$ cat src/design/assert_macros.svh
// ---------------------------------------------------------------------------
// assert_macros.svh
// Assertion helpers shared by the averager modules. Each macro expects a
// clock named clk and a synchronous reset named rst in the using scope.
// ---------------------------------------------------------------------------
`ifndef ASSERT_MACROS_SVH
`define ASSERT_MACROS_SVH

`ifndef ASSERT_OFF

// property must hold at every edge outside reset
`define HRIA_ASSERT(lbl, prop, msg) \
  lbl: assert property (@(posedge clk) disable iff (rst) (prop)) else $error(msg);

// condition must never be seen outside reset
`define HRIA_NEVER(lbl, cond, msg) \
  lbl: assert property (@(posedge clk) disable iff (rst) !(cond)) else $error(msg);

`else

`define HRIA_ASSERT(lbl, prop, msg)

`define HRIA_NEVER(lbl, cond, msg)

`endif

`endif

$ cat src/design/hria_pkg.sv
// ---------------------------------------------------------------------------
// hria_pkg
// Types and constants for the heart-rate interval averager.
// ---------------------------------------------------------------------------
`timescale 1ns / 1ps

package hria_pkg;

  localparam int RING_DEPTH       = 4;
  localparam int SLOT_W           = (RING_DEPTH > 1) ? $clog2(RING_DEPTH) : 1;
  localparam int BPM_W            = 8;
  localparam int SUM_W            = BPM_W + SLOT_W;

  localparam int RATE_NUMERATOR   = 60000;
  localparam int RATE_UPPER_BOUND = 255;
  localparam int RATE_LOWER_BOUND = 20;

  // exact window of intervals whose rate lies strictly inside the bounds
  localparam int INTERVAL_MIN     = RATE_NUMERATOR / RATE_UPPER_BOUND + 1;
  localparam int INTERVAL_MAX     = (RATE_NUMERATOR - 1) / RATE_LOWER_BOUND;
  localparam int INTERVAL_W       = $clog2(INTERVAL_MAX + 1);

  localparam int NUM_W            = $clog2(RATE_NUMERATOR + 1);
  localparam int CNT_W            = $clog2(NUM_W);

  localparam int TIME_W           = 32;
  localparam int IR_W             = 18;
  localparam int CFG_W            = 32;
  localparam int CFG_IDX_W        = 3;

  localparam logic [CFG_IDX_W-1:0] REG_FINGER_THRESHOLD    = 3'd0;
  localparam logic [CFG_IDX_W-1:0] REG_NORMAL_LOW_BPM      = 3'd1;
  localparam logic [CFG_IDX_W-1:0] REG_NORMAL_HIGH_BPM     = 3'd2;
  localparam logic [CFG_IDX_W-1:0] REG_CRITICAL_LOW_BPM    = 3'd3;
  localparam logic [CFG_IDX_W-1:0] REG_CRITICAL_HOLDOFF_MS = 3'd4;

  localparam logic [IR_W-1:0]   FINGER_THRESHOLD_RST    = 18'd50000;
  localparam logic [BPM_W-1:0]  NORMAL_LOW_BPM_RST      = 8'd60;
  localparam logic [BPM_W-1:0]  NORMAL_HIGH_BPM_RST     = 8'd100;
  localparam logic [BPM_W-1:0]  CRITICAL_LOW_BPM_RST    = 8'd50;
  localparam logic [TIME_W-1:0] CRITICAL_HOLDOFF_MS_RST = 32'd30000;

  typedef struct packed {
    logic [TIME_W-1:0] time_ms;
    logic [IR_W-1:0]   ir_level;
    logic              beat_seen;
  } in_word_t;

  typedef struct packed {
    logic [BPM_W-1:0] average_bpm;
    logic             finger_present;
    logic             rate_alert;
    logic             critical_pulse;
  } out_word_t;

  typedef struct packed {
    logic load;      // capture input word, measure interval
    logic div_step;  // one restoring divide step
    logic update;    // ring write and average update
    logic emit;      // flags into output register
  } hria_cmd_t;

  typedef struct packed {
    logic need_div;  // beat with interval inside the window
    logic div_last;  // final divide step in progress
    logic out_free;  // output register can take a word
  } hria_status_t;

endpackage

$ cat src/design/hria_ctrl.sv
// ---------------------------------------------------------------------------
// hria_ctrl
// Sequencer: accept a word, run the divider, update the ring, emit flags.
// ---------------------------------------------------------------------------
`timescale 1ns / 1ps
`include "assert_macros.svh"

module hria_ctrl
  import hria_pkg::*;
(
  input  logic         clk,
  input  logic         rst,
  input  logic         in_valid,
  output logic         in_stall,
  input  hria_status_t status,
  output hria_cmd_t    cmd
);

  typedef enum logic [1:0] {
    IDLE,
    DIVIDE,
    UPDATE,
    EMIT
  } state_t;

  state_t state;

  always_ff @(posedge clk) begin
    if (rst) begin
      state <= IDLE;
    end else begin
      unique case (state)
        IDLE: begin
          if (in_valid) state <= DIVIDE;
        end
        DIVIDE: begin
          if (!status.need_div || status.div_last) state <= UPDATE;
        end
        UPDATE: begin
          state <= EMIT;
        end
        EMIT: begin
          if (status.out_free) state <= IDLE;
        end
        default: state <= IDLE;
      endcase
    end
  end

  assign in_stall     = (state != IDLE);
  assign cmd.load     = (state == IDLE) && in_valid;
  assign cmd.div_step = (state == DIVIDE) && status.need_div;
  assign cmd.update   = (state == UPDATE);
  assign cmd.emit     = (state == EMIT) && status.out_free;

  `HRIA_ASSERT(a_load_to_divide, cmd.load |=> state == DIVIDE, "load did not start divide")
  `HRIA_ASSERT(a_last_to_update, cmd.div_step && status.div_last |=> state == UPDATE,
               "divider end missed")
  `HRIA_ASSERT(a_update_to_emit, cmd.update |=> state == EMIT, "update not followed by emit")

endmodule

$ cat src/design/hria_dp.sv
// ---------------------------------------------------------------------------
// hria_dp
// Datapath: config registers, interval capture, serial divider, rate ring,
// averaging and alert flags with output register.
// ---------------------------------------------------------------------------
`timescale 1ns / 1ps
`include "assert_macros.svh"

module hria_dp
  import hria_pkg::*;
(
  input  logic                 clk,
  input  logic                 rst,
  input  logic                 cfg_we,
  input  logic [CFG_IDX_W-1:0] cfg_index,
  input  logic [CFG_W-1:0]     cfg_data,
  input  in_word_t             in_data,
  input  hria_cmd_t            cmd,
  output hria_status_t         status,
  output logic                 out_valid,
  input  logic                 out_stall,
  output out_word_t            out_data
);

  // configuration
  logic [IR_W-1:0]   finger_threshold;
  logic [BPM_W-1:0]  normal_low_bpm;
  logic [BPM_W-1:0]  normal_high_bpm;
  logic [BPM_W-1:0]  critical_low_bpm;
  logic [TIME_W-1:0] critical_holdoff_ms;

  // per-word state
  in_word_t            cur;
  logic                need_div;
  logic [INTERVAL_W-1:0] divisor;
  logic [INTERVAL_W:0] rem;
  logic [NUM_W-1:0]    quo;
  logic [CNT_W-1:0]    div_cnt;
  logic                finger;

  // persistent state
  logic [TIME_W-1:0]   previous_beat_time;
  logic [TIME_W-1:0]   last_critical_time;
  logic [BPM_W-1:0]    rate_ring [RING_DEPTH];
  logic [SLOT_W-1:0]   ring_slot;
  logic [SUM_W-1:0]    ring_sum;
  logic [BPM_W-1:0]    held_average;

  logic [TIME_W-1:0]   interval;
  logic                in_window;
  logic [INTERVAL_W:0] shifted;
  logic                fits;
  logic [BPM_W-1:0]    rate;
  logic [SUM_W-1:0]    sum_next;
  logic [BPM_W-1:0]    avg_next;
  logic                finger_now;
  logic [TIME_W-1:0]   since_critical;
  logic                alert;
  logic                pulse;

  always_ff @(posedge clk) begin
    if (rst) begin
      finger_threshold    <= FINGER_THRESHOLD_RST;
      normal_low_bpm      <= NORMAL_LOW_BPM_RST;
      normal_high_bpm     <= NORMAL_HIGH_BPM_RST;
      critical_low_bpm    <= CRITICAL_LOW_BPM_RST;
      critical_holdoff_ms <= CRITICAL_HOLDOFF_MS_RST;
    end else if (cfg_we) begin
      unique case (cfg_index)
        REG_FINGER_THRESHOLD:    finger_threshold    <= cfg_data[IR_W-1:0];
        REG_NORMAL_LOW_BPM:      normal_low_bpm      <= cfg_data[BPM_W-1:0];
        REG_NORMAL_HIGH_BPM:     normal_high_bpm     <= cfg_data[BPM_W-1:0];
        REG_CRITICAL_LOW_BPM:    critical_low_bpm    <= cfg_data[BPM_W-1:0];
        REG_CRITICAL_HOLDOFF_MS: critical_holdoff_ms <= cfg_data[TIME_W-1:0];
        default: ;
      endcase
    end
  end

  // interval window check at capture
  assign interval  = in_data.time_ms - previous_beat_time;
  assign in_window = (interval >= TIME_W'(INTERVAL_MIN)) &&
                     (interval <= TIME_W'(INTERVAL_MAX));

  // restoring divide: numerator bits shift out of quo as quotient bits shift in
  assign shifted = {rem[INTERVAL_W-1:0], quo[NUM_W-1]};
  assign fits    = (shifted >= {1'b0, divisor});

  always_ff @(posedge clk) begin
    if (cmd.load) begin
      cur      <= in_data;
      need_div <= in_data.beat_seen && in_window;
      divisor  <= interval[INTERVAL_W-1:0];
      rem      <= '0;
      quo      <= NUM_W'(RATE_NUMERATOR);
      div_cnt  <= CNT_W'(NUM_W - 1);
    end else if (cmd.div_step) begin
      rem     <= fits ? (shifted - {1'b0, divisor}) : shifted;
      quo     <= {quo[NUM_W-2:0], fits};
      div_cnt <= div_cnt - 1'b1;
    end
  end

  assign rate       = quo[BPM_W-1:0];
  assign sum_next   = ring_sum - SUM_W'(rate_ring[ring_slot]) + SUM_W'(rate);
  assign avg_next   = BPM_W'(sum_next / RING_DEPTH);
  assign finger_now = (cur.ir_level >= finger_threshold);

  always_ff @(posedge clk) begin
    if (rst) begin
      previous_beat_time <= '0;
      ring_slot          <= '0;
      ring_sum           <= '0;
      held_average       <= '0;
      for (int i = 0; i < RING_DEPTH; i++) rate_ring[i] <= '0;
    end else begin
      if (cmd.load && in_data.beat_seen) previous_beat_time <= in_data.time_ms;
      if (cmd.update) begin
        if (need_div) begin
          rate_ring[ring_slot] <= rate;
          ring_sum             <= sum_next;
          ring_slot            <= (ring_slot == SLOT_W'(RING_DEPTH - 1)) ?
                                  '0 : ring_slot + 1'b1;
        end
        // no finger forces zero; the ring is still updated
        if (!finger_now)   held_average <= '0;
        else if (need_div) held_average <= avg_next;
      end
    end
  end

  always_ff @(posedge clk) begin
    if (cmd.update) finger <= finger_now;
  end

  assign since_critical = cur.time_ms - last_critical_time;
  assign alert = (held_average != '0) &&
                 ((held_average < normal_low_bpm) || (held_average > normal_high_bpm));
  assign pulse = finger && (held_average != '0) && (held_average < critical_low_bpm) &&
                 (since_critical >= critical_holdoff_ms);

  always_ff @(posedge clk) begin
    if (rst) begin
      last_critical_time <= '0;
      out_valid          <= 1'b0;
    end else begin
      if (cmd.emit) begin
        out_valid <= 1'b1;
        if (pulse) last_critical_time <= cur.time_ms;
      end else if (!out_stall) begin
        out_valid <= 1'b0;
      end
    end
  end

  always_ff @(posedge clk) begin
    if (cmd.emit) begin
      out_data.average_bpm    <= held_average;
      out_data.finger_present <= finger;
      out_data.rate_alert     <= alert;
      out_data.critical_pulse <= pulse;
    end
  end

  assign status.need_div = need_div;
  assign status.div_last = (div_cnt == '0);
  assign status.out_free = !out_valid || !out_stall;

  `HRIA_ASSERT(a_no_finger_zero, cmd.update && !finger_now |=> held_average == '0,
               "average not cleared without finger")
  `HRIA_ASSERT(a_pulse_stamps, cmd.emit && pulse |=> last_critical_time == $past(cur.time_ms),
               "critical time not stamped")
  `HRIA_NEVER(a_word_no_finger,
              out_valid && !out_data.finger_present &&
              (out_data.average_bpm != '0 || out_data.critical_pulse),
              "nonzero average or pulse without finger")

endmodule

$ cat src/design/heart_rate_interval_averager.sv
// ---------------------------------------------------------------------------
// heart_rate_interval_averager
// Beat interval to rate by serial division, 4-entry rate ring mean,
// finger detect, out-of-band alert and holdoff-limited critical pulse.
// ---------------------------------------------------------------------------
//   channel  | signals                        | word
//   ---------+--------------------------------+---------------------------
//   in       | in_valid, in_stall, in_data    | time_ms, ir_level, beat_seen
//   out      | out_valid, out_stall, out_data | average_bpm, finger_present,
//            |                                | rate_alert, critical_pulse
//   cfg      | cfg_we, cfg_index, cfg_data    | five registers, write only
//
// One word at a time; a beat that falls in the valid interval window also
// runs the 16 steps of the radix-2 divider.
// Synchronous reset restores register defaults and clears the ring.
// A result waits in the output register; the next sample is still taken,
// and only the emit step waits while out_stall holds the previous word.
// ---------------------------------------------------------------------------
`timescale 1ns / 1ps

module heart_rate_interval_averager
  import hria_pkg::*;
(
  input  logic                 clk,
  input  logic                 rst,
  input  logic                 cfg_we,
  input  logic [CFG_IDX_W-1:0] cfg_index,
  input  logic [CFG_W-1:0]     cfg_data,
  input  logic                 in_valid,
  output logic                 in_stall,
  input  in_word_t             in_data,
  output logic                 out_valid,
  input  logic                 out_stall,
  output out_word_t            out_data
);

  hria_cmd_t    cmd;
  hria_status_t status;

  hria_ctrl u_ctrl (
    .clk      (clk),
    .rst      (rst),
    .in_valid (in_valid),
    .in_stall (in_stall),
    .status   (status),
    .cmd      (cmd)
  );

  hria_dp u_dp (
    .clk       (clk),
    .rst       (rst),
    .cfg_we    (cfg_we),
    .cfg_index (cfg_index),
    .cfg_data  (cfg_data),
    .in_data   (in_data),
    .cmd       (cmd),
    .status    (status),
    .out_valid (out_valid),
    .out_stall (out_stall),
    .out_data  (out_data)
  );

endmodule

$ cat config.mk
export PLATFORM = sky130hd
export DESIGN_NAME = heart_rate_interval_averager
export DESIGN_NICKNAME = d
export VERILOG_FILES = /design/src/design/hria_pkg.sv /design/src/design/hria_ctrl.sv /design/src/design/hria_dp.sv /design/src/design/heart_rate_interval_averager.sv
export VERILOG_INCLUDE_DIRS = /design/src /design/src/design
export SDC_FILE = /design/constraint.sdc
export NUM_CORES = 1
export LEC_CHECK = 0
export ABC_AREA = 0
export ABC_CLOCK_PERIOD_IN_PS = 5200
export BUFFER_PORTS_ARGS = -buffer_cell sky130_fd_sc_hd__buf_4
export CORE_MARGIN = 4
export CORE_UTILIZATION = 55
export CTS_CLUSTER_SIZE = 16
export DETAILED_ROUTE_END_ITERATION = 10
export GPL_ROUTABILITY_DRIVEN = 0
export HOLD_SLACK_MARGIN = 0.1
export PLACE_DENSITY = 0.76
export SYNTH_ARGS = -nofsm -noshare
export SYNTH_HDL_FRONTEND = slang
export SYNTH_HIERARCHICAL = 1
export SYNTH_SLANG_ARGS = --single-unit
$ cat constraint.sdc
create_clock -name clk -period 5.2 [get_ports clk]
set_input_delay 0.52 -clock clk [delete_from_list [all_inputs] [get_ports clk]]
set_output_delay 0.52 -clock clk [all_outputs]
set_load 0.01 [all_outputs]
==> run_results.csv, run 1 <==
group,metric,value,unit
logic_synthesis,synth_top_cell_by_area,"dfxtp_1",
sta,setup_slack,0.191,ns
sta,skew,0.0193,ns
finish,nets,2220,
finish,seq_area,0.00712,mm^2
sta,setup_viol,0,
outcome,outcome,"finished clean",
placed_design,pre_cts_ws,-0.108,ns
sta,period_needed,5.01,ns
grt,track_usage,0.213,
cts,htreeDepth,1,
cts,cts.path.max_buffers,3,
cts,cts_hold_buf,0,
sta,finalCritPeriodShare,0.963,
worst_setup_path,critical_path_arrival,5.40,ns
finish,final_layout_size_suffix_gt1_frac,0.109,
logic_synthesis,synth_seq_area_share,0.415,
power_and_ir_drop,finalPower,7.93,mW
worst_setup_path,cp.required,5.59,ns
worst_setup_path,crit_path_max_fanout,6,
route,route.detailed.drc,0,
cts,clk_pin_slew,0.06,ns
grt,overflow,0,
finish,multi_input_area,0.00902,mm^2
route,antenna_left,0,
finish,n_fill_cell,2530,
floorplanning,die_area,0.0341,mm^2
logic_synthesis,yosysTopAreaCellShare,0.228,
cts,clk-insertion-delay-late,0.56,ns
worst_hold_path,hold_path_class,"input pin to flip-flop",
placed_design,placement.io_buffers,103,
floorplanning,dieHeight,185,um
logic_synthesis,synth_cells,1874,
worst_setup_path,worstSetupPathType,"flip-flop to flip-flop",
sta,fmax,200,MHz
floorplanning,io_pins,104,
grt,antenna_found_initial,0,
route,routed-via-count,13328,
sta,hold_slack,0.140,ns
floorplanning,start_util,0.559,
grt,grt_pass1_wl,61300,um
logic_synthesis,synthFlopType,"dfxtp_1",
flow_run,cap_violations,0,
floorplanning,coreArea,0.0307,mm^2
route,routed_wl,38000,um
logic_synthesis,syn-num-nets,2139,
floorplanning,rows,64,
power_and_ir_drop,vdd_drop_max,0.315,mV
route,drt_iter0_drc,786,
route,drt_first_pass_iters,5,
route,wl_per_cell,16.0,um
floorplanning,die_x,185,um
logic_synthesis,synth_warnings,6,
worst_setup_path,critPathCaptureType,"flip-flop",
power_and_ir_drop,power.density,409,mW/mm^2
logic_synthesis,synth_area,0.0171,mm^2
finish,area_growth_syn_to_layout,13.0,%
grt,grt_max_degree,90,
logic_synthesis,yosys_register_bits,302,
logic_synthesis,synth.avg_cell_area,9.15,um^2
cts,cts_tree,"done",
finish,fin_util,0.631,
logic_synthesis,synth_cell_types,73,
logic_synthesis,synth_edf_count,107,
worst_setup_path,cp-start-kind,"flip-flop",
sta,tightest_slew,1.27,ns
grt,grt_pass1_vias,12621,
sta,slew_headroom,0.149,
power_and_ir_drop,p_leak,8.11,nW
cts,cts.sink_count,302,
route,viasPerCell,5.61,
placed_design,hpwl,27000,um
cts,numCtsBuffers,31,
cts,root_buffer,"clkbuf_16",
sta,hold_viol_final,0,
finish,diodes,0,
logic_synthesis,synth.area.top_cells,"dfxtp_1, edfxtp_1, ha_1",
sta,drv_slew,0,
logic_synthesis,async_flop_share,0,
registers in the layout (all words and copies together), names as in the netlist, 10 cells and up, named ones only:
signal	count
u_dp/cur	50
u_dp/critical_holdoff_ms	32
u_dp/last_critical_time	32
u_dp/previous_beat_time	32
u_dp/rate_ring	32
u_dp/finger_threshold	18
u_dp/quo	16
u_dp/divisor	12
u_dp/rem	12
u_dp/out_data	11
u_dp/ring_sum	10
synthesized netlist by cell type (4+ instances only):
cell type,n
fa_1,11
o21a_1,19
nor2_1,109
ha_1,163
o21bai_1,10
inv_1,213
xor2_1,21
xnor2_1,48
nor2b_1,17
buf_2,5
or2_2,7
dfxtp_1,195
nor3_1,17
mux4_2,8
nand2b_1,19
a211oi_1,25
o31ai_1,9
a31oi_1,7
a211oi_2,4
and3_1,6
and2_1,31
o211ai_1,15
a211o_1,15
edfxtp_1,107
nand4_1,13
nand2_1,266
nor4b_1,4
o21ai_1,6
or3_1,5
a21o_1,58
nand3b_1,16
a21oi_1,177
nor4_1,6
mux2i_1,56
clkbuf_1,59
o21ai_0,46
a32o_1,8
nand3_1,23
path summary, 6_finish.rpt:
kind	startpoint	endpoint	slack, ns	cells past startpoint
min	in_data[5]	u_dp/cur[5]	0.14	1
min reg2reg	u_dp/previous_beat_time[10]	u_dp/previous_beat_time[10]	0.45	2
max	u_dp/cur[19]	u_dp/last_critical_time[4]	0.19	23
max reg2reg	u_dp/cur[19]	u_dp/last_critical_time[4]	0.19	23
report_power, final:
group / internal, mW / switching, mW / total (mW) / leakage (nW)
Clock: 1.17 / 0.930 / 2.10 / 0.470
Combinational: 1.20 / 1.63 / 2.84 / 5.01
Sequential: 2.80 / 0.192 / 2.99 / 2.63
Total: 5.17 / 2.75 / 7.93 / 8.11
layer usage:
metal,GRT usage,part of all wire,vias to the layer above
met2,0.360,0.47,333
met5,0,0,-
li1,-,-,6631
met3,0.0268,0.054,53
met1,0.296,0.45,6311
met4,0.0467,0.018,0
critical path, cell delays in order, from the launching register on:
cell and delay, ns:
edfxtp_1 0.41, inv_1 0.08, ha_1 0.16, inv_1 0.06, fa_2 0.36, a21oi_2 0.17, o21ai_1 0.12, a221oi_2 0.34
o211ai_1 0.16, a211oi_2 0.32, o21ai_2 0.09, a2111o_1 0.38, a21o_1 0.18, a21oi_2 0.15, xnor2_1 0.08, ha_1 0.29
nand3_1 0.11, nor2_1 0.22, a41oi_2 0.19, a211oi_4 0.30, nand2_4 0.18, clkbuf_16 0.26, mux2i_1 0.20, nor2_1 0.07
stage by stage:
| stage | setup TNS [ns] | area [um^2] | cells |
|---|---|---|---|
| global route | -0.327 | 19400 | 2375 |
| CTS | 0 | 19200 | 2369 |
| floorplan | 0 | 17100 | 1874 |
| global placement | 0 | 18200 | 2312 |
| finish | 0 | 19400 | 2375 |
| detailed placement | -2.10 | 18200 | 2312 |
layout by cell type, fill, tap and decap left out, types with 16 or more instances in the layout:
cell type | netlist | final
nand2_1 | 266 | 265
inv_1 | 213 | 213
dfxtp_1 | 195 | 195
a21oi_1 | 177 | 174
ha_1 | 163 | 163
buf_4 | 2 | 112
nor2_1 | 109 | 109
edfxtp_1 | 107 | 107
a21o_1 | 58 | 58
mux2i_1 | 56 | 54
xnor2_1 | 48 | 48
o21ai_0 | 46 | 45
clkbuf_16 | 0 | 34
and2_1 | 31 | 31
nand3_1 | 23 | 23
a211oi_1 | 25 | 23
xor2_1 | 21 | 21
nand2b_1 | 19 | 19
o21a_1 | 19 | 19
nor2b_1 | 17 | 17
nor3_1 | 17 | 17
nand3b_1 | 16 | 16
cells by family after synthesis:
group                    Yosys count  synth area share
adder cells (fa/ha/maj)          174             0.132
flip-flops                       302             0.415
multiplexers                      65            0.0439
AND/OR/NAND/NOR                  548             0.145
XOR/XNOR                          69            0.0353
AO/OA/AOI/OAI                    433             0.165
buffers and inverters            283            0.0634
timing repair:
item,4_1_cts,5_1_grt
buffers inserted,0,2
endpoints found under the setup margin,31,32
resized for setup,1,15
gates cloned,0,4
pin swaps,0,7
endpoints found under the hold margin,0,0
area by class of cell:
| type | instances | area share |
|---|---|---|
| Clock buffer | 35 | 0.0419 |
| Tap cell | 396 | 0.0256 |
| Multi-Input combinational cell | 1289 | 0.466 |
| Inverter | 213 | 0.0413 |
| Sequential cell | 302 | 0.368 |
| Timing Repair Buffer | 118 | 0.0499 |
| Clock inverter | 22 | 0.00801 |
No activity file was read; power rests on OpenSTA's default activity.
==> run 2, diff against run 1 <==
--- a/config.mk
+++ b/config.mk
@@ -10,12 +10,12 @@
 export ABC_CLOCK_PERIOD_IN_PS = 5200
 export BUFFER_PORTS_ARGS = -buffer_cell sky130_fd_sc_hd__buf_4
 export CORE_MARGIN = 4
-export CORE_UTILIZATION = 55
+export CORE_UTILIZATION = 52
 export CTS_CLUSTER_SIZE = 16
 export DETAILED_ROUTE_END_ITERATION = 10
 export GPL_ROUTABILITY_DRIVEN = 0
 export HOLD_SLACK_MARGIN = 0.1
-export PLACE_DENSITY = 0.76
+export PLACE_DENSITY = 0.73
 export SYNTH_ARGS = -nofsm -noshare
 export SYNTH_HDL_FRONTEND = slang
 export SYNTH_HIERARCHICAL = 1
==> run 2 against run 1 <==
Net effect: worst setup slack gained 0.023 ns; register-to-register slack gained 0.02 ns; first-iteration DRC count grew 10%; worst hold slack gained 0.042 ns; routed wire length grew 2.0%; clock skew grew 0.0021 ns.
==> run_results.csv, run 2 (same netlist as run 1, synthesis figures left out) <==
group,metric,value,unit
outcome,outcome,"finished clean",
sta,hold_viol_final,0,
worst_setup_path,cp.required,5.57,ns
floorplanning,dieHeight,190,um
finish,nets,2227,
floorplanning,start_util,0.527,
cts,cts.sink_count,302,
cts,cts_hold_buf,0,
cts,cts.path.max_buffers,3,
route,viasPerCell,5.47,
cts,clk-insertion-delay-late,0.53,ns
route,routed_wl,38800,um
grt,grt_max_degree,96,
worst_setup_path,cp-start-kind,"flip-flop",
finish,seq_area,0.00712,mm^2
power_and_ir_drop,p_leak,8.23,nW
sta,period_needed,4.99,ns
cts,numCtsBuffers,35,
route,drt_iter0_drc,866,
sta,finalCritPeriodShare,0.959,
sta,skew,0.0215,ns
grt,grt_pass1_vias,13040,
sta,tightest_slew,1.24,ns
route,drt_first_pass_iters,5,
grt,overflow,0,
finish,final_common_cell,"nand2_1",
placed_design,placement.io_buffers,103,
worst_setup_path,critPathCaptureType,"flip-flop",
grt,grt_pass1_wl,63600,um
floorplanning,rows,66,
cts,clk_pin_slew,0.06,ns
cts,htreeDepth,2,
placed_design,dpl_cell_area,0.0183,mm^2
floorplanning,die_x,190,um
finish,final_cell_area,0.0197,mm^2
sta,drv_slew,0,
cts,cts_tree,"done",
route,route.detailed.drc,0,
finish,fin_util,0.604,
finish,diodes,0,
finish,largest_reg_flops,50,
power_and_ir_drop,vdd_drop_max,0.270,mV
worst_setup_path,worstSetupPathType,"flip-flop to flip-flop",
sta,setup_viol,0,
grt,antenna_found_initial,0,
route,antenna_left,0,
grt,track_usage,0.210,
finish,n_fill_cell,2793,
cts,root_buffer,"clkbuf_16",
route,wl_per_cell,16.0,um
floorplanning,io_pins,104,
sta,slew_headroom,0.169,
floorplanning,die_area,0.0359,mm^2
worst_hold_path,hold_path_class,"input pin to flip-flop",
sta,fmax,201,MHz
power_and_ir_drop,finalPower,8.34,mW
placed_design,hpwl,27500,um
power_and_ir_drop,power.density,424,mW/mm^2
finish,top_register,"u_dp/cur",
worst_setup_path,crit_path_max_fanout,8,
flow_run,cap_violations,0,
floorplanning,coreArea,0.0325,mm^2
route,routed-via-count,13289,
finish,multi_input_area,0.00902,mm^2
finish,area_growth_syn_to_layout,14.7,%
finish,final_layout_size_suffix_gt1_frac,0.115,
finish,final_cell_mix,"nand2_1, inv_1, dfxtp_1",
worst_setup_path,critical_path_arrival,5.36,ns
sta,tns,0,ns
## run 2: changes by cell type in the layout (fill, tap and decap cells not counted), moves of 2 or more
cell and change:
buf_4 +5, clkbuf_16 +4, inv_6 +4, bufinv_16 +3, clkinv_1 -3, clkinvlp_4 -2, inv_1 -2, inv_2 +2
## run 2: worst paths after layout
check,startpoint,to,slack (ns),depth (start not counted)
setup / recovery,u_dp/cur[20],u_dp/last_critical_time[21],0.21,22
hold / removal,in_data[5],u_dp/cur[5],0.18,1
setup reg to reg,u_dp/cur[20],u_dp/last_critical_time[21],0.21,22
hold reg to reg,u_dp/ring_sum[6],u_dp/ring_sum[6],0.45,2
## run 2: what timing repair did
item | in CTS | in global routing
gates resized for setup | 6 | 15
cloned | 1 | 2
pin swaps | 4 | 18
endpoints found under the setup margin | 32 | 32
setup buffers | 1 | 3
## run 2: metal layers
layer	track usage	part of all wire	vias to the layer above
li1	-	-	6665
met1	0.284	0.46	6250
met2	0.361	0.48	311
met3	0.0257	0.046	63
met4	0.0537	0.020	0
met5	0	0	-
## run 2: cell type report
type / instances / area share
Multi-Input combinational cell: 1289 / 0.459
Sequential cell: 302 / 0.362
Clock inverter: 24 / 0.0131
Timing Repair Buffer: 121 / 0.0497
Tap cell: 442 / 0.0281
Clock buffer: 40 / 0.0471
Inverter: 213 / 0.0407
## run 2: report_power, final
group	switching [mW]	internal, mW
Clock	1.00	1.50
Combinational	1.64	1.21
Sequential	0.191	2.80
## run 2: per-stage QoR
step | worst slack, ns | hold slack [ns] | std cells
final | 0.214 | 0.182 | 2431
after global placement | 0.114 | 0.442 | 2360
after floorplan | 0.369 | 0.427 | 1874
after global routing | -0.0635 | 0.159 | 2431
after CTS | 0.0322 | 0.157 | 2426
after detailed placement | -0.0321 | 0.447 | 2360
## run 2: critical path, cell delays in order, from the launching register on
cell and delay, ns:
edfxtp_1 0.44, ha_1 0.31, nor2b_1 0.12, o21ai_0 0.24, a21oi_1 0.14, o21ai_0 0.35
a211oi_1 0.20, o31ai_2 0.38, o21bai_1 0.11, a21oi_1 0.19, xnor2_1 0.16, ha_1 0.29
a21o_1 0.19, a21o_1 0.17, a21o_1 0.17, a21oi_1 0.20, o21ai_2 0.10, a211oi_2 0.28
a211oi_4 0.13, nand2_4 0.18, clkbuf_16 0.20, mux2i_1 0.22, nor2_1 0.07
